==> src/sv/uart_cfp_pkg.sv <==
`default_nettype none
package uart_cfp_pkg;

	// Frame delimiters
	localparam logic [7:0] OPEN_BYTE  = 8'h52;
	localparam logic [7:0] CLOSE_BYTE = 8'h23;

	// Only the first twelve positions of a frame are kept and decoded
	localparam int unsigned STORE_LEN = 12;

	// Snapshot of the stored frame bytes, byte 0 in bits 7..0
	typedef logic [STORE_LEN-1:0][7:0] store_t;

endpackage
`default_nettype wire

==> src/sv/uart_cfp_frame.sv <==
`default_nettype none
module uart_cfp_frame #(
	parameter int unsigned BUFFER_DEPTH = 64
) (
	input  wire logic                 clk,
	input  wire logic                 arst_n,
	input  wire logic                 step,
	input  wire logic [7:0]           rx_byte_s1,
	output uart_cfp_pkg::store_t      store
);
	import uart_cfp_pkg::*;

	localparam int unsigned PW = $clog2(BUFFER_DEPTH + 1);

	store_t         store_q;
	logic [PW-1:0]  pos_q;
	logic           open_q;

	logic           open_n;
	logic [PW-1:0]  pos_r;
	logic [PW-1:0]  pos_n;
	logic           wr_en;

	// Open on 'R', close on '#', rewind the position on 'R'
	always_comb begin
		open_n = open_q;
		pos_r  = pos_q;
		if (rx_byte_s1 == OPEN_BYTE) begin
			open_n = 1'b1;
			pos_r  = '0;
		end
		if (rx_byte_s1 == CLOSE_BYTE) begin
			open_n = 1'b0;
		end
	end

	// Wrap at the buffer end and drop that byte, otherwise advance while open
	always_comb begin
		pos_n = pos_r;
		wr_en = 1'b0;
		if (pos_r >= PW'(BUFFER_DEPTH)) begin
			pos_n = '0;
		end else if (open_n) begin
			wr_en = (pos_r < PW'(STORE_LEN));
			pos_n = pos_r + PW'(1);
		end
	end

	always_ff @(posedge clk or negedge arst_n) begin
		if (!arst_n) begin
			pos_q  <= '0;
			open_q <= 1'b0;
		end else if (step) begin
			pos_q  <= pos_n;
			open_q <= open_n;
		end
	end

	// Write the byte into its slot of the store
	always_ff @(posedge clk or negedge arst_n) begin
		if (!arst_n) begin
			store_q <= '0;
		end else if (step && wr_en) begin
			for (int i = 0; i < STORE_LEN; i++) begin
				if (pos_r == PW'(i)) begin
					store_q[i] <= rx_byte_s1;
				end
			end
		end
	end

	assign store = store_q;

	// Position never runs past the buffer end
	a_pos_bound: assert property (@(posedge clk) disable iff (!arst_n)
		pos_q <= PW'(BUFFER_DEPTH))
		else $error("write position beyond buffer depth");

endmodule
`default_nettype wire

==> src/sv/uart_cfp_result.sv <==
`default_nettype none
module uart_cfp_result (
	input  wire logic                 clk,
	input  wire logic                 arst_n,
	input  wire logic                 commit,
	input  wire uart_cfp_pkg::store_t store,
	input  wire logic                 out_stall,
	output logic                      out_valid,
	output logic [31:0]               command_code,
	output logic signed [7:0]         kind_out,
	output logic signed [7:0]         day_out,
	output logic signed [7:0]         month_out,
	output logic signed [7:0]         year_out
);
	import uart_cfp_pkg::*;

	logic [7:0] kept_kind_q;
	logic [7:0] kept_day_q;
	logic [7:0] kept_month_q;
	logic [7:0] kept_year_q;
	logic       out_valid_q;

	logic [7:0] dt_n;
	logic [7:0] day_n;
	logic [7:0] mon_n;
	logic [7:0] yr_n;

	function automatic logic is_digit(input logic [7:0] c);
		return (c >= 8'h30) && (c <= 8'h39);
	endfunction

	function automatic logic is_space(input logic [7:0] c);
		return (c == 8'h20) || ((c >= 8'h09) && (c <= 8'h0D));
	endfunction

	// Decode a two-character pair with text-to-integer rules
	function automatic logic [7:0] decode_pair(
		input logic [7:0] a,
		input logic [7:0] b,
		input logic [7:0] kept
	);
		logic [7:0] da;
		logic [7:0] db;
		logic [7:0] v;
		da = a - 8'h30;
		db = b - 8'h30;
		v  = '0;
		if (a == 8'h00) begin
			v = kept;
		end else if (is_digit(a)) begin
			v = is_digit(b) ? ((da << 3) + (da << 1) + db) : da;
		end else if (a == 8'h2B || a == 8'h2D || is_space(a)) begin
			if (is_digit(b)) begin
				v = (a == 8'h2D) ? (8'h00 - db) : db;
			end
		end
		return v;
	endfunction

	assign dt_n  = decode_pair(store[4],  store[5],  kept_kind_q);
	assign day_n = decode_pair(store[6],  store[7],  kept_day_q);
	assign mon_n = decode_pair(store[8],  store[9],  kept_month_q);
	assign yr_n  = decode_pair(store[10], store[11], kept_year_q);

	// Hold the last decoded values for pairs that start with a zero byte
	always_ff @(posedge clk or negedge arst_n) begin
		if (!arst_n) begin
			kept_kind_q  <= '0;
			kept_day_q   <= '0;
			kept_month_q <= '0;
			kept_year_q  <= '0;
		end else if (commit) begin
			kept_kind_q  <= dt_n;
			kept_day_q   <= day_n;
			kept_month_q <= mon_n;
			kept_year_q  <= yr_n;
		end
	end

	// Result register: load on commit, drop once the transaction completes
	always_ff @(posedge clk or negedge arst_n) begin
		if (!arst_n) begin
			out_valid_q <= 1'b0;
		end else begin
			out_valid_q <= commit || (out_valid_q && out_stall);
		end
	end

	always_ff @(posedge clk) begin
		if (commit) begin
			command_code <= {store[3], store[2], store[1], store[0]};
			kind_out     <= dt_n;
			day_out      <= day_n;
			month_out    <= mon_n;
			year_out     <= yr_n;
		end
	end

	assign out_valid = out_valid_q;

endmodule
`default_nettype wire

==> src/sv/uart_command_frame_parser.sv <==
// Command frame parser for a received byte stream.
// Input channel: rx_byte with in_valid / in_stall; one byte per transaction.
// Output channel: command_code and four decoded fields with out_valid /
// out_stall; one transaction per '#' byte.
// A byte is taken into an input register; when it leaves that register it
// updates the frame state and, for '#', loads the result register, from
// which the result is presented.
// Throughput is one byte per cycle unless a '#' waits on a stalled result;
// the frame state update and the decode of the stored pairs are combinational.
// When the receiver stalls with a result pending, bytes other than '#'
// keep flowing; a '#' waits in the input register and in_stall rises until
// the pending result is taken.
// Reset clears the frame store, the write position, the open flag and the
// kept field values; no result is pending after reset.
`default_nettype none
module uart_command_frame_parser #(
	parameter int unsigned BUFFER_DEPTH = 64
) (
	input  wire logic               clk,
	input  wire logic               arst_n,
	input  wire logic               in_valid,
	output logic                    in_stall,
	input  wire logic [7:0]         rx_byte,
	output logic                    out_valid,
	input  wire logic               out_stall,
	output logic [31:0]             command_code,
	output logic signed [7:0]       kind_out,
	output logic signed [7:0]       day_out,
	output logic signed [7:0]       month_out,
	output logic signed [7:0]       year_out
);
	import uart_cfp_pkg::*;

	logic       valid_s1;
	logic [7:0] rx_byte_s1;
	logic       close_s1;
	logic       step;
	logic       commit;
	store_t     store;

	// Advance the held byte unless it is a close and the result slot is busy
	assign close_s1 = (rx_byte_s1 == CLOSE_BYTE);
	assign step     = valid_s1 && (!close_s1 || !out_valid || !out_stall);
	assign commit   = step && close_s1;
	assign in_stall = valid_s1 && !step;

	// Input register
	always_ff @(posedge clk or negedge arst_n) begin
		if (!arst_n) begin
			valid_s1 <= 1'b0;
		end else if (!in_stall) begin
			valid_s1 <= in_valid;
		end
	end

	always_ff @(posedge clk) begin
		if (!in_stall && in_valid) begin
			rx_byte_s1 <= rx_byte;
		end
	end

	uart_cfp_frame #(
		.BUFFER_DEPTH(BUFFER_DEPTH)
	) u_frame (
		.clk        (clk),
		.arst_n     (arst_n),
		.step       (step),
		.rx_byte_s1 (rx_byte_s1),
		.store      (store)
	);

	uart_cfp_result u_result (
		.clk          (clk),
		.arst_n       (arst_n),
		.commit       (commit),
		.store        (store),
		.out_stall    (out_stall),
		.out_valid    (out_valid),
		.command_code (command_code),
		.kind_out     (kind_out),
		.day_out      (day_out),
		.month_out    (month_out),
		.year_out     (year_out)
	);

	// A new result only follows a close byte leaving the input register
	a_result_from_close: assert property (@(posedge clk) disable iff (!arst_n)
		$rose(out_valid) |-> $past(valid_s1 && close_s1))
		else $error("result without a close byte");

	// Bytes other than close never back up
	a_no_stall_open: assert property (@(posedge clk) disable iff (!arst_n)
		(valid_s1 && !close_s1) |-> !in_stall)
		else $error("non-close byte stalled");

	// The input stalls only for a close byte blocked by a pending, stalled result
	a_close_blocked: assert property (@(posedge clk) disable iff (!arst_n)
		in_stall |-> (out_valid && out_stall && close_s1))
		else $error("input stalled without a pending result");

	// A stalled close byte is still held on the next cycle
	a_close_held: assert property (@(posedge clk) disable iff (!arst_n)
		in_stall |=> (valid_s1 && close_s1))
		else $error("stalled close byte lost");

endmodule
`default_nettype wire
==> config.mk <==
export PLATFORM = sky130hd
export DESIGN_NAME = uart_command_frame_parser
export DESIGN_NICKNAME = d
export VERILOG_FILES = /design/src/sv/uart_cfp_pkg.sv /design/src/sv/uart_cfp_frame.sv /design/src/sv/uart_cfp_result.sv /design/src/sv/uart_command_frame_parser.sv
export SDC_FILE = /design/constraint.sdc
export NUM_CORES = 1
export LEC_CHECK = 0
export ABC_CLOCK_PERIOD_IN_PS = 4600
export BUFFER_PORTS_ARGS = -buffer_cell sky130_fd_sc_hd__buf_4
export CAP_MARGIN = 15
export CELL_PAD_IN_SITES_DETAIL_PLACEMENT = 1
export CELL_PAD_IN_SITES_GLOBAL_PLACEMENT = 1
export CORE_MARGIN = 8
export CORE_UTILIZATION = 45
export CTS_BUF_LIST = sky130_fd_sc_hd__clkbuf_16
export DETAILED_ROUTE_END_ITERATION = 6
export GPL_TIMING_DRIVEN = 0
export PLACE_DENSITY = 0.82
export SLEW_MARGIN = 30
export SYNTH_ARGS = -nofsm -noshare
export SYNTH_HDL_FRONTEND = slang
export SYNTH_SLANG_ARGS = --single-unit
==> constraint.sdc <==
create_clock -name clk -period 4.6 [get_ports clk]
set_input_delay 0.92 -clock clk [delete_from_list [all_inputs] [get_ports clk]]
set_output_delay 0.92 -clock clk [all_outputs]
set_load 0.01 [all_outputs]
# [Word level (Yosys, flattened, before mapping)]
# Cells that the tools add are included.
[word_totals] word_cells=184 out_inout_bits=66 in_bits=12 register_bits=210
[op_classes] eq_ne=25 add_sub_neg=21 n_mux=31 order_cmp=26 n_reduce_logical=55
[op_table] operator="two-way mux 8 bit" count=24
[op_table] operator="== test 8 x 6 -> 1 bit (second input constant)" count=13
[op_table] operator="adder 8 bit" count=8
[op_table] operator=">= comparator 8 x 6 -> 1 bit (second input constant)" count=8
[op_table] operator="less-or-equal comparator 8 x 6 -> 1 bit (second input constant)" count=8
[op_table] operator="subtractor 8 x 6 -> 8 bit (second input constant)" count=8
[op_table] operator=">= comparator 8 x 4 -> 1 bit (second input constant)" count=4
[op_table] operator="less-or-equal comparator 8 x 4 -> 1 bit (second input constant)" count=4
[op_table] operator="logical NOT 8 bit" count=4
[op_table] operator="subtractor 1 x 8 -> 8 bit (first input constant)" count=4
[op_table] operator="== test 7 x 3 -> 1 bit (second input constant)" count=4
[op_table] operator="== test 7 x 4 -> 1 bit (second input constant)" count=4
[op_table] operator="AND reduction 2 bit" count=12
[op_table] operator="two-way mux 7 bit" count=3
[op_table] operator="logical AND 1 bit" count=18
[op_table] operator="logical OR 1 bit" count=15
[op_table] operator="== test 7 x 2 -> 1 bit (second input constant)" count=2
[op_table] operator="== test 8 x 7 -> 1 bit (second input constant)" count=1
[op_table] operator="adder 7 x 1 -> 7 bit (second input constant)" count=1
[op_table] operator="== test 7 x 1 -> 1 bit (second input constant)" count=1
[op_table] operator=">= comparator 7 bit (second input constant)" count=1
[op_table] operator="logical NOT 7 bit" count=1
[op_table] operator="less-than comparator 7 x 4 -> 1 bit (second input constant)" count=1
[op_table] operator="logical NOT 1 bit" count=5
[op_table] operator="two-way mux 1 bit" count=4

# [Logic depth before layout (Yosys ltp)]
# Gate-level depths: netlist of the first run.
[depth] ltp_word=9 ltp_mapped=12 mapped_depth_nobuf=12

# [Cells and area by module]
# From an unflattened synthesis of the first run, not the netlist that was laid out.
[hier_totals] cells_unflattened=1014 hier_area_um2=11872.6
[modules_own_cells] mod="uart_cfp_result" area_per_inst_um2=7088.0 seq_area_each_um2=2747.6 instances=1 cells_per_inst=701
[modules_own_cells] mod="uart_cfp_frame" area_per_inst_um2=4433.0 seq_area_each_um2=2602.5 instances=1 cells_per_inst=293
[modules_own_cells] mod="uart_command_frame_parser" area_per_inst_um2=351.6 seq_area_each_um2=265.3 instances=1 cells_per_inst=20

# [Worst setup path before layout of the first run]
# Ideal clock, no wire load.
[synth_path] path_kind="register to register" from="reg rx_byte_s1[3]" to="reg u_result.kept_day_q[0]" setup_slack_ns=0.911 stages_incl_launch_ff=7 setup_ns=0.125 synth_period_minus_slack_ns=3.689 required_time_ns=4.475 n_path_buf=0 t_arrival_ns=3.564 path_cell_list="edfxtp_1 nor4b_1 and2_1 nand3_1 inv_1 nand2_1 mux2_2"
[synth_via] elab_chain_cells=6
[synth_lines] element="from (decl)" line_no="uart_command_frame_parser.sv:35" rtl="logic [7:0] rx_byte_s1;"
[synth_lines] element="from (signal assigned)" line_no="uart_command_frame_parser.sv:58" rtl="rx_byte_s1 <= rx_byte;"
[synth_lines] element="== test 8 x 6 -> 1 bit *" line_no="uart_command_frame_parser.sv:42" rtl="assign close_s1 = (rx_byte_s1 == CLOSE_BYTE);"
[synth_lines] element="logical NOT 1 bit" line_no="uart_command_frame_parser.sv:43" rtl="assign step = valid_s1 && (!close_s1 || !out_valid || !out_stall);"
[synth_lines] element="logical OR 1 bit (2 in a row)" line_no="uart_command_frame_parser.sv:43"
[synth_lines] element="logical AND 1 bit" line_no="uart_command_frame_parser.sv:43"
[synth_lines] element="logical AND 1 bit *" line_no="uart_command_frame_parser.sv:44" rtl="assign commit = step && close_s1;"
[synth_lines] element="via commit" line_no="uart_command_frame_parser.sv:38" rtl="logic commit;"
[synth_lines] element="to (signal assigned)" line_no="uart_cfp_result.sv:74" rtl="kept_day_q <= day_n;"
[synth_lines] element="to (decl)" line_no="uart_cfp_result.sv:18" rtl="logic [7:0] kept_day_q;"
# Mark *: on every way through the listed nets, which the timed path passes. The rest lies on a longest branch.
# A chain may end at the register's enable or synchronous reset.

# [Worst setup path after layout of the first run]
[layout_path] from="reg rx_byte_s1[3]" to="reg u_result.kept_kind_q[3]"
[layout_via] elab_chain_cells=6
[layout_lines] element="== test 8 x 6 -> 1 bit *" line_no="uart_command_frame_parser.sv:42"
[layout_lines] element="logical NOT 1 bit" line_no="uart_command_frame_parser.sv:43"
[layout_lines] element="logical OR 1 bit (2 in a row)" line_no="uart_command_frame_parser.sv:43"
[layout_lines] element="logical AND 1 bit" line_no="uart_command_frame_parser.sv:43"
[layout_lines] element="logical AND 1 bit *" line_no="uart_command_frame_parser.sv:44"
[layout_lines] element="via commit" line_no="uart_command_frame_parser.sv:38"
[layout_lines] element="to (signal assigned)" line_no="uart_cfp_result.sv:73" rtl="kept_kind_q <= dt_n;"
[layout_lines] element="to (decl)" line_no="uart_cfp_result.sv:17" rtl="logic [7:0] kept_kind_q;"
# Marked as above.

==> flow_summary_export.csv, run 1 <==
group,metric,value,unit
global_route,grt_max_degree,85,
sta,max_slew.worst_pin.slew,0.841,ns
status,status,"completed",
synthesis,synthCells,988,
cts,clkLatencyLatePin,0.52,ns
synthesis,register_area_share_after_synthesis,47.7,%
die,design.die.area,0.0316,sq mm
synthesis,synth_largest_type_area_fraction,29.3,%
power_and_ir_drop,worst_ir_drop_vdd,442,uV
place,buffer_ports.inserted,77,
synthesis,synth_cell_type_count,70,
synthesis,synth_enable_flop_cells,72,
route,postRouteAntennaNets,0,
sta,final_period_minus_worst_setup_slack,3.51,ns
die,coreArea,0.0259,sq mm
cts,htreeDepth,1,
critical_path,path_class,"reg2reg",
synthesis,cell_type_contributing_the_most_total_cell_area_after_synthesis,"sky130_fd_sc_hd__dfrtp_1",
global_route,via_count_of_the_first_global_routing_pass,8852,
sta,timing.final.hold_violations,0,
sta,fin_ws,1.09,ns
sta,slew_viol_final,0,
route,dr.first_iter.drc_count,539,
cts,ctsHoldBuffers,0,
critical_path,critPathLaunchType,"flop",
critical_path,worst_ep_required_time,5.00,ns
place,place_hpwl,21.0,mm
critical_path,ff2ff_path_depth,8,
sta,grt_setup_unrepaired,"no",
route,total_detailed_routing_wirelength,29.8,mm
sta,timing.max_slew.rel_slack,43.1,%
synthesis,most_frequent_cell_after_synthesis,"sky130_fd_sc_hd__mux2_2",
critical_path,worstPathMaxFanout,41,
route,detailroute.via_count,8216,
critical_path,setup.worst_path.end_class,"flop",
die,initial_utilization,45.4,%
cts,cts_tree,"done",
final_layout,multi_input_gate_area_in_the_final_layout,0.00573,sq mm
place,placedCellCount,1402,
place,place_congestion,0.915,
synthesis,synth_fp_nets,1084,
synthesis,synth_warnings,0,
power_and_ir_drop,p_leak,0.00603,uW
final_layout,nFillCells,2727,
synthesis,synth_area_per_cell,11.9,sq um
route,route.detailed.wl_per_inst,20.6,um
synthesis,synth_area_leaders,"sky130_fd_sc_hd__dfrtp_1 29%, sky130_fd_sc_hd__edfxtp_1 18%, sky130_fd_sc_hd__mux2_2 14%",
worst_hold_path,hold_class,"in2async",
synthesis,synthTopCellsByCount,"142 x sky130_fd_sc_hd__mux2_2, 138 x sky130_fd_sc_hd__dfrtp_1, 72 x sky130_fd_sc_hd__edfxtp_1, 70 x sky130_fd_sc_hd__inv_1, 64 x sky130_fd_sc_hd__ha_1",
cts,tritoncts.num_buffers,23,
cts,ctsRootBufferMaster,"sky130_fd_sc_hd__clkbuf_16",
place,place_ws,1.11,ns
global_route,globalRouteTotalUtil,19.2,%
global_route,global_route_wire_length_before_repair,48.8,mm
final_layout,area_added_between_synthesis_and_finish,14.8,%
final_layout,ratio_of_cells_with_drive_above_1_in_the_final_layout,26.4,%
critical_path,reg2reg_to,"u_result.kept_kind_q[3]",
final_layout,design_area,0.0135,sq mm
synthesis,postSynthRegisterBits,210,
die,chip_height,178,um
sta,layout_worst_path_cycle_share,76.3,%
route,number_of_search_and_repair_iterations_in_the_first_detailed_routing_pass,5,
cts,clk_pin_slew,0.06,ns
final_layout,final-instance-count-excl-fill,1444,
critical_path,r2r_slack,1.09,ns
critical_path,worstReg2RegStart,"rx_byte_s1[3]",
sta,timing.clock.skew,0.0273,ns
die,die_width,178,um
die,io-pin-count,78,
cts,clock_tree.buffer_depth,3,
synthesis,syn_area,0.0118,sq mm
place,dpl_cell_area,0.0128,sq mm
cts,post_cts_buffers,0,
global_route,globalRouteOverflowTotal,0,
critical_path,worstPathArrival,3.91,ns
global_route,grt_antenna_before_repair,0,
cts,clock_sink_count,210,
synthesis,synth_ff_type,"sky130_fd_sc_hd__dfrtp_1",
final_layout,finalNetCount,1188,
die,placement_rows,59,
sta,max_clock_freq,0.285,GHz
synthesis,synth_async_sr_flop_share,65.7,%
cts,ctsResizeCount,0,
sta,whs,0.314,ns
run,max_cap_violations,0,
power_and_ir_drop,powerDensity,593,mW/mm^2
final_layout,seq_area,0.00562,sq mm
route,detail_route.vias_per_cell,5.69,
route,drc_errors,0,
sta,final_setup_vio_count,0,
final_layout,antenna_cells,0,
==> flip-flops by register name, summed over array words and instances, names as in the netlist <==
signal and count:
u_result.kind_out 8, valid_s1 1, u_frame.open_q 1, u_result.year_out 8, u_frame.pos_q 7, u_frame.store 96, u_result.day_out 8, u_result.kept_month_q 8
u_result.kept_kind_q 8, u_result.command_code 32, u_result.month_out 8, u_result.out_valid 1, rx_byte_s1 8, u_result.kept_day_q 8, u_result.kept_year_q 8
==> power breakdown <==
group          leakage [uW]  internal (uW)  switching [uW]
Sequential          0.00249           2310             428
Combinational       0.00318           1610            1980
Clock              0.000367            944             745
Total               0.00603           4860            3150
==> cell families (layout without fill, tap and decap cells) <==
| family | after synthesis | count (layout) | share of synthesized area [%] |
|---|---|---|---|
| flops | 210 | 210 | 47.7 |
| simple gates | 193 | 193 | 8.92 |
| xor+xnor | 61 | 61 | 4.54 |
| compound gates | 180 | 180 | 10.4 |
| mux | 153 | 153 | 14.6 |
| buf+inv | 107 | 228 | 3.61 |
| fa+ha+maj | 84 | 84 | 10.2 |
==> placed cells by master (no fill, tap or decap), drive strengths merged, types with 5 or more instances in the layout <==
cell type / instances
a31o: 9
edfxtp: 72
mux2: 144
dfrtp: 138
clkbuf: 53
o22ai: 6
clkinv: 8
a21o: 8
nor2: 50
o21a: 5
xnor2: 40
and4b: 6
o21bai: 7
nor4: 8
a21oi: 45
mux2i: 9
nand3: 21
o21ai: 29
buf: 87
ha: 64
and2: 8
fa: 20
inv: 79
nand2: 39
a22oi: 5
nand4: 6
nor3: 11
and3: 6
nand2b: 8
or3: 5
a31oi: 9
nor3b: 5
a211o: 7
xor2: 21
a211oi: 12
==> critical path: stages, from the launching register on <==
cell and delay (ns):
sky130_fd_sc_hd__edfxtp_1 0.48, sky130_fd_sc_hd__nor4b_1 0.79, sky130_fd_sc_hd__and2_1 0.30, sky130_fd_sc_hd__nand3_1 0.34, sky130_fd_sc_hd__inv_4 0.48, sky130_fd_sc_hd__buf_12 0.31, sky130_fd_sc_hd__and2_4 0.21, sky130_fd_sc_hd__buf_6 0.14
sky130_fd_sc_hd__mux2_4 0.31
==> worst max-delay path by stage <==
stage                   from                 endpoint  slack, ns  cells after the start
2_1_floorplan  rx_byte_s1[3]   u_result.kept_day_q[0]       0.91                      6
3_3_place_gp   rx_byte_s1[3]   u_result.kept_day_q[5]      -0.70                      6
3_5_place_dp   rx_byte_s1[3]  u_result.kept_kind_q[3]       1.11                      8
4_1_cts        rx_byte_s1[3]  u_result.kept_kind_q[3]       1.07                      8
5_1_grt        rx_byte_s1[3]  u_result.kept_kind_q[3]       0.85                      8
6_report       rx_byte_s1[3]  u_result.kept_kind_q[3]       1.09                      8
==> layer usage <==
layer | up-vias | track usage, % | routed length [um]
met2 | 154 | 33.2 | 14900
met3 | 55 | 2.53 | 1130
met4 | 0 | 4.93 | 718
met1 | 4201 | 24.9 | 13000
li1 | 3806 | - | -
met5 | - | 0 | 0
==> layout make-up <==
class	instances	area share [%]
buffer	37	1.20
clock inverter	18	0.648
inverter	70	1.96
timing repair buffer	79	4.68
tap	335	3.10
multi-input combinational	671	42.4
sequential	210	41.5
clock buffer	24	4.44
==> per-stage QoR <==
stage                     TNS (ns)  util [%]  power (uW)
after floorplan                  0         -        5360
after global placement       -6.45      49.3        6070
after CTS                        0      52.2        8060
final                            0      52.2        8020
after detailed placement         0      49.5        6270
after global routing             0      52.2        8580
No activity file was read; power rests on OpenSTA's default activity.
==> inputs of run 2 (changes only) <==
Settings changed: ABC_CLOCK_PERIOD_IN_PS 4600 to 3500.
Clock period 4.6 ns to 3.5 ns, I/O delays scaled along.
==> flow_summary_export.csv, run 2 (synthesis results as in run 1) <==
group,metric,value,unit
cts,clock_sink_count,210,
critical_path,ff2ff_path_depth,11,
die,io-pin-count,78,
sta,max_slew.worst_pin.slew,0.884,ns
cts,htreeDepth,1,
route,number_of_search_and_repair_iterations_in_the_first_detailed_routing_pass,5,
cts,ctsRootBufferMaster,"sky130_fd_sc_hd__clkbuf_16",
power_and_ir_drop,switching_share,39.0,%
power_and_ir_drop,powerDensity,784,mW/mm^2
power_and_ir_drop,power.internal,6490,uW
final_layout,final-instance-count-excl-fill,1445,
die,die_width,178,um
worst_hold_path,hold_class,"in2async",
cts,clock_tree.buffer_depth,3,
sta,final_setup_vio_count,0,
route,postRouteAntennaNets,0,
place,place_congestion,0.907,
global_route,via_count_of_the_first_global_routing_pass,8934,
route,dr.first_iter.drc_count,453,
power_and_ir_drop,pwr-share-comb,44.5,%
cts,tritoncts.num_buffers,23,
final_layout,nFillCells,2708,
critical_path,worstReg2RegStart,"u_frame.store[81]",
die,chip_height,178,um
final_layout,largest_reg_flops,96,
die,initial_utilization,45.4,%
final_layout,antenna_cells,0,
critical_path,worst_ep_required_time,3.87,ns
route,detailroute.via_count,8320,
die,coreArea,0.0259,sq mm
sta,slew_viol_final,0,
cts,clk_pin_slew,0.06,ns
sta,timing.clock.skew,0.0120,ns
sta,max_clock_freq,0.305,GHz
critical_path,path_class,"reg2reg",
sta,timing.max_slew.rel_slack,40.3,%
final_layout,post-route-util,52.4,%
critical_path,setup.worst_path.end_class,"flop",
cts,clkLatencyLatePin,0.51,ns
place,place_hpwl,21.6,mm
route,total_detailed_routing_wirelength,30.7,mm
route,route.detailed.wl_per_inst,21.3,um
die,design.die.area,0.0316,sq mm
power_and_ir_drop,power.net_switching,4150,uW
power_and_ir_drop,share_clk_of_total_power,21.5,%
global_route,grt_antenna_before_repair,0,
critical_path,worstPathArrival,3.65,ns
status,status,"completed",
sta,fin_ws,0.218,ns
cts,cts_tree,"done",
sta,timing.final.hold_violations,0,
power_and_ir_drop,p_leak,0.00604,uW
final_layout,ratio_of_cells_with_drive_above_1_in_the_final_layout,26.4,%
final_layout,finalNetCount,1190,
global_route,globalRouteOverflowTotal,0,
critical_path,reg2reg_to,"u_result.year_out[7]",
place,placedCellCount,1403,
final_layout,commonest_cells_after_routing_fill_and_taps_aside,"142 x sky130_fd_sc_hd__mux2_2, 138 x sky130_fd_sc_hd__dfrtp_1, 77 x sky130_fd_sc_hd__buf_4",
final_layout,area_added_between_synthesis_and_finish,15.3,%
place,buffer_ports.inserted,77,
critical_path,r2r_slack,0.22,ns
route,drc_errors,0,
power_and_ir_drop,share_seq_of_total_power,33.9,%
sta,grt_setup_unrepaired,"no",
power_and_ir_drop,total_power,10600,uW
power_and_ir_drop,worst_ir_drop_vdd,414,uV
sta,totalNegativeSetupSlack,0,ns
sta,layout_worst_path_cycle_share,93.8,%
global_route,global_route_wire_length_before_repair,49.4,mm
global_route,grt_max_degree,76,
critical_path,worstPathMaxFanout,10,
sta,final_period_minus_worst_setup_slack,3.28,ns
run,max_cap_violations,0,
final_layout,layout.cells.most_common,"sky130_fd_sc_hd__mux2_2",
route,detail_route.vias_per_cell,5.76,
die,placement_rows,59,
place,place_ws,-0.283,ns
global_route,globalRouteTotalUtil,19.5,%
critical_path,critPathLaunchType,"flop",
run 2: per-stage QoR:
step / hold WS [ns] / instance area [sq um]
floorplan: 0.404 / 11800
global placement: 0.428 / 12800
detailed placement: 0.433 / 12900
CTS: 0.170 / 13600
global route: 0.189 / 13600
finish: 0.152 / 13600
run 2: cell type report:
class / count / area [sq um] / share of cell area, %
flip-flops and latches: 210 / 5620 / 41.4
plain buffers: 36 / 159 / 1.17
clock inverters: 18 / 128 / 0.940
multi-input cells: 671 / 5740 / 42.3
repair inverters: 1 / 5.00 / 0.0369
well taps: 335 / 419 / 3.09
clock buffers: 23 / 576 / 4.24
inverters: 70 / 267 / 1.96
repair buffers: 81 / 668 / 4.92
run 2: per-layer routing:
metal	up-vias	track usage, %	share of wire, %
met5	-	0	0
met4	0	4.65	2.3
met3	53	2.66	4.1
met2	182	34.3	50
met1	4281	25.0	43
li1	3804	-	-
run 2: worst max-delay path by stage:
stage,startpoint,slack [ns],depth (start not counted),end
2_1_floorplan,rx_byte_s1[3],0.55,7,u_result.kept_kind_q[3]
3_3_place_gp,rx_byte_s1[3],-0.63,6,u_result.kept_day_q[3]
3_5_place_dp,rx_byte_s1[3],-0.28,9,u_result.kept_kind_q[3]
4_1_cts,rx_byte_s1[3],0.09,9,u_result.kept_kind_q[3]
5_1_grt,u_frame.store[81],0.008,11,u_result.year_out[7]
6_report,u_frame.store[81],0.22,11,u_result.year_out[7]
run 2: worst max-delay path, cell delays in order, from the launching register on:
cell and delay [ns]:
sky130_fd_sc_hd__dfrtp_1 0.41, sky130_fd_sc_hd__clkbuf_1 0.32, sky130_fd_sc_hd__inv_1 0.16, sky130_fd_sc_hd__fa_1 0.56, sky130_fd_sc_hd__inv_1 0.04, sky130_fd_sc_hd__ha_1 0.34, sky130_fd_sc_hd__o21ai_0 0.18, sky130_fd_sc_hd__o21bai_1 0.08
sky130_fd_sc_hd__a21oi_1 0.20, sky130_fd_sc_hd__xnor2_1 0.09, sky130_fd_sc_hd__o311ai_0 0.48, sky130_fd_sc_hd__mux2_2 0.27
run 2: power groups by stage:
stage	sequential (uW)	combinational [uW]	clock [uW]
after floorplan	3430	3610	0
after global placement	3570	4390	0
after detailed placement	3620	4660	0
after CTS	3590	4750	2350
after global routing	3670	5270	2430
final	3610	4740	2290
run 2: repair_timing:
action                                  in CTS  in global routing
gates resized for setup                      1                  0
endpoints found under the setup margin      14                  3
hold buffers                                 0                  0
buffers inserted                             0                  1
cloned                                       1                  0
==> inputs of run 3 (changes only) <==
Settings changed: ABC_AREA from default to 1, PLACE_DENSITY 0.82 to 0.86.
==> flow_summary_export.csv, run 3 <==
group,metric,value,unit
cts,clkLatencyLatePin,0.54,ns
final_layout,finalNetCount,1745,
route,detail_route.vias_per_cell,5.34,
die,coreArea,0.0276,sq mm
synthesis,synth_async_sr_flop_share,65.7,%
sta,max_slew.worst_pin.slew,0.883,ns
synthesis,synthesized_area_fraction_occupied_by_and_or_nand_nor_cells,28.9,%
place,place_congestion,0.891,
final_layout,largest_reg_flops,96,
route,number_of_search_and_repair_iterations_in_the_first_detailed_routing_pass,5,
global_route,grt_max_degree,80,
final_layout,area_added_between_synthesis_and_finish,15.1,%
status,status,"completed",
critical_path,worstPathArrival,3.46,ns
cts,cts_tree,"done",
sta,slew_viol_final,0,
synthesis,synthAdderAreaFrac,9.58,%
worst_hold_path,hold_class,"in2async",
critical_path,critPathLaunchType,"flop",
final_layout,commonest_cells_after_routing_fill_and_taps_aside,"515 x sky130_fd_sc_hd__nand2_1, 187 x sky130_fd_sc_hd__inv_1, 176 x sky130_fd_sc_hd__nand3_1",
cts,post_cts_buffers,0,
die,design.die.area,0.0334,sq mm
critical_path,worst_ep_required_time,3.77,ns
synthesis,most_frequent_cell_after_synthesis,"sky130_fd_sc_hd__nand2_1",
global_route,grt_antenna_before_repair,0,
synthesis,synth_area_per_cell,8.12,sq um
route,postRouteAntennaNets,0,
sta,timing.max_slew.rel_slack,41.1,%
critical_path,setup.worst_path.end_class,"flop",
global_route,globalRouteTotalUtil,22.1,%
power_and_ir_drop,worst_ir_drop_vdd,423,uV
critical_path,worstPathMaxFanout,7,
sta,whs,0.122,ns
global_route,via_count_of_the_first_global_routing_pass,11900,
final_layout,ratio_of_cells_with_drive_above_1_in_the_final_layout,10.4,%
critical_path,path_class,"reg2reg",
route,detailroute.via_count,10900,
critical_path,worstReg2RegStart,"u_frame.store[60]",
cts,ctsRootBufferMaster,"sky130_fd_sc_hd__clkbuf_16",
route,route.detailed.wl_per_inst,17.9,um
synthesis,synthTopCellsByCount,"515 x sky130_fd_sc_hd__nand2_1, 183 x sky130_fd_sc_hd__inv_1, 176 x sky130_fd_sc_hd__nand3_1, 138 x sky130_fd_sc_hd__dfrtp_1",
route,total_detailed_routing_wirelength,36.6,mm
synthesis,synthCells,1544,
place,placedCellCount,2001,
synthesis,synth_xor_area_share,2.45,%
route,drc_errors,0,
cts,clock_tree.buffer_depth,3,
final_layout,final-instance-count-excl-fill,2045,
run,max_cap_violations,0,
die,chip_height,183,um
synthesis,synth_area_leaders,"sky130_fd_sc_hd__dfrtp_1 28%, sky130_fd_sc_hd__edfxtp_1 17%, sky130_fd_sc_hd__nand2_1 15%",
place,buffer_ports.inserted,77,
sta,layout_worst_path_cycle_share,91.3,%
synthesis,synth_largest_type_area_fraction,27.6,%
sta,timing.final.hold_violations,0,
die,io-pin-count,78,
synthesis,synth_enable_flop_cells,72,
final_layout,layout.cells.most_common,"sky130_fd_sc_hd__nand2_1",
final_layout,multi_input_gate_area_in_the_final_layout,0.00607,sq mm
final_layout,seq_area,0.00562,sq mm
cts,clock_sink_count,210,
sta,max_clock_freq,0.313,GHz
synthesis,synth_cell_type_count,35,
synthesis,synth_mux_area_share,0,%
sta,grt_setup_unrepaired,"no",
synthesis,synth_ff_type,"sky130_fd_sc_hd__dfrtp_1",
power_and_ir_drop,p_leak,0.00728,uW
sta,final_period_minus_worst_setup_slack,3.19,ns
sta,totalNegativeSetupSlack,0,ns
final_layout,nFillCells,3386,
die,placement_rows,61,
synthesis,synth-compound-area-share,7.42,%
critical_path,r2r_slack,0.31,ns
die,initial_utilization,45.4,%
synthesis,synth_top_family_by_area,"simple AND/OR/NAND/NOR gates",
critical_path,ff2ff_path_depth,16,
cts,ctsResizeCount,0,
route,dr.first_iter.drc_count,609,
synthesis,synth_fp_nets,1640,
synthesis,cell_type_contributing_the_most_total_cell_area_after_synthesis,"sky130_fd_sc_hd__dfrtp_1",
die,die_width,183,um
global_route,global_route_wire_length_before_repair,60.7,mm
synthesis,postSynthRegisterBits,210,
place,place_hpwl,26.7,mm
synthesis,register_area_share_after_synthesis,44.8,%
cts,tritoncts.num_buffers,24,
cts,htreeDepth,1,
global_route,globalRouteOverflowTotal,0,
final_layout,antenna_cells,0,
synthesis,syn_area,0.0125,sq mm
synthesis,synth_warnings,0,
sta,final_setup_vio_count,0,
critical_path,reg2reg_to,"u_result.day_out[7]",
sta,timing.clock.skew,0.0265,ns
power_and_ir_drop,powerDensity,890,mW/mm^2
cts,clk_pin_slew,0.07,ns
cts,ctsHoldBuffers,0,
[run 3: cell count changes after synthesis, sizes merged, moves of 23 or more]
cell,delta
nand3,+156
nor2,+23
o21ai,+59
xnor2,-31
mux2,-144
inv,+118
nand2,+489
[run 3: cell type report]
type	instances	area share [%]
Multi-Input combinational cell	1117	42.1
Sequential cell	210	38.9
Inverter	188	4.89
Clock buffer	26	4.51
Timing Repair Buffer	79	4.44
Tap cell	378	3.28
Buffer	29	1.07
Clock inverter	18	0.841
[run 3: critical path: stages, from the launching register on]
cell and delay [ns]:
sky130_fd_sc_hd__dfrtp_1 0.49, sky130_fd_sc_hd__ha_1 0.31, sky130_fd_sc_hd__xnor2_2 0.27, sky130_fd_sc_hd__inv_1 0.11, sky130_fd_sc_hd__fa_1 0.52, sky130_fd_sc_hd__inv_1 0.04
sky130_fd_sc_hd__ha_1 0.34, sky130_fd_sc_hd__nand2_1 0.12, sky130_fd_sc_hd__inv_1 0.05, sky130_fd_sc_hd__nand2_1 0.07, sky130_fd_sc_hd__nand2_1 0.05, sky130_fd_sc_hd__nor2_1 0.14
sky130_fd_sc_hd__nand3_1 0.10, sky130_fd_sc_hd__nand3_1 0.09, sky130_fd_sc_hd__nand2_1 0.06, sky130_fd_sc_hd__nand2_1 0.09, sky130_fd_sc_hd__a21boi_0 0.08
[run 3: worst max path at each step]
stage	startpoint	endpoint	slack [ns]
CTS	u_frame.store[60]	u_result.day_out[7]	0.18
finish	u_frame.store[60]	u_result.day_out[7]	0.31
global route	u_frame.store[60]	u_result.day_out[7]	0.08
floorplan	u_frame.store[60]	u_result.day_out[7]	0.76
detailed placement	u_frame.store[60]	u_result.day_out[7]	0.20
global placement	rx_byte_s1[1]	u_result.command_code[24]	0.004
[run 3: routing by layer]
| metal | share of wire [%] | GRT usage (%) | routed length (um) |
|---|---|---|---|
| met4 | 3.5 | 8.69 | 1290 |
| met5 | 0 | 0 | 0 |
| met2 | 49 | 38.7 | 18000 |
| met1 | 44 | 27.5 | 16000 |
| met3 | 3.5 | 2.77 | 1300 |
[run 3: stage by stage]
| stage | power [uW] | instance area, sq um | setup slack (ns) | utilization [%] |
|---|---|---|---|---|
| 4_1_cts | 12900 | 14400 | 0.175 | 52.2 |
| 6_report | 12800 | 14400 | 0.306 | 52.2 |
| 3_5_place_dp | 10300 | 13600 | 0.200 | 49.4 |
| 5_1_grt | 14000 | 14400 | 0.0760 | 52.2 |
| 2_1_floorplan | 8540 | 12500 | 0.764 | - |
| 3_3_place_gp | 9850 | 13600 | 0.00433 | 49.2 |
[run 3: cell families (layout without fill, tap and decap cells)]
logic type	Yosys count	after routing
AO/OA/AOI/OAI	169	169
XOR/XNOR	35	35
adder cells (fa/ha/maj)	84	84
buffers and inverters	217	340
flip-flops	210	210
AND/OR/NAND/NOR	829	829
[run 3: power breakdown]
part	internal (uW)	total, uW	switching [uW]
logic	2310	6470	4170
clock network	1410	2460	1040
registers	3250	3920	667
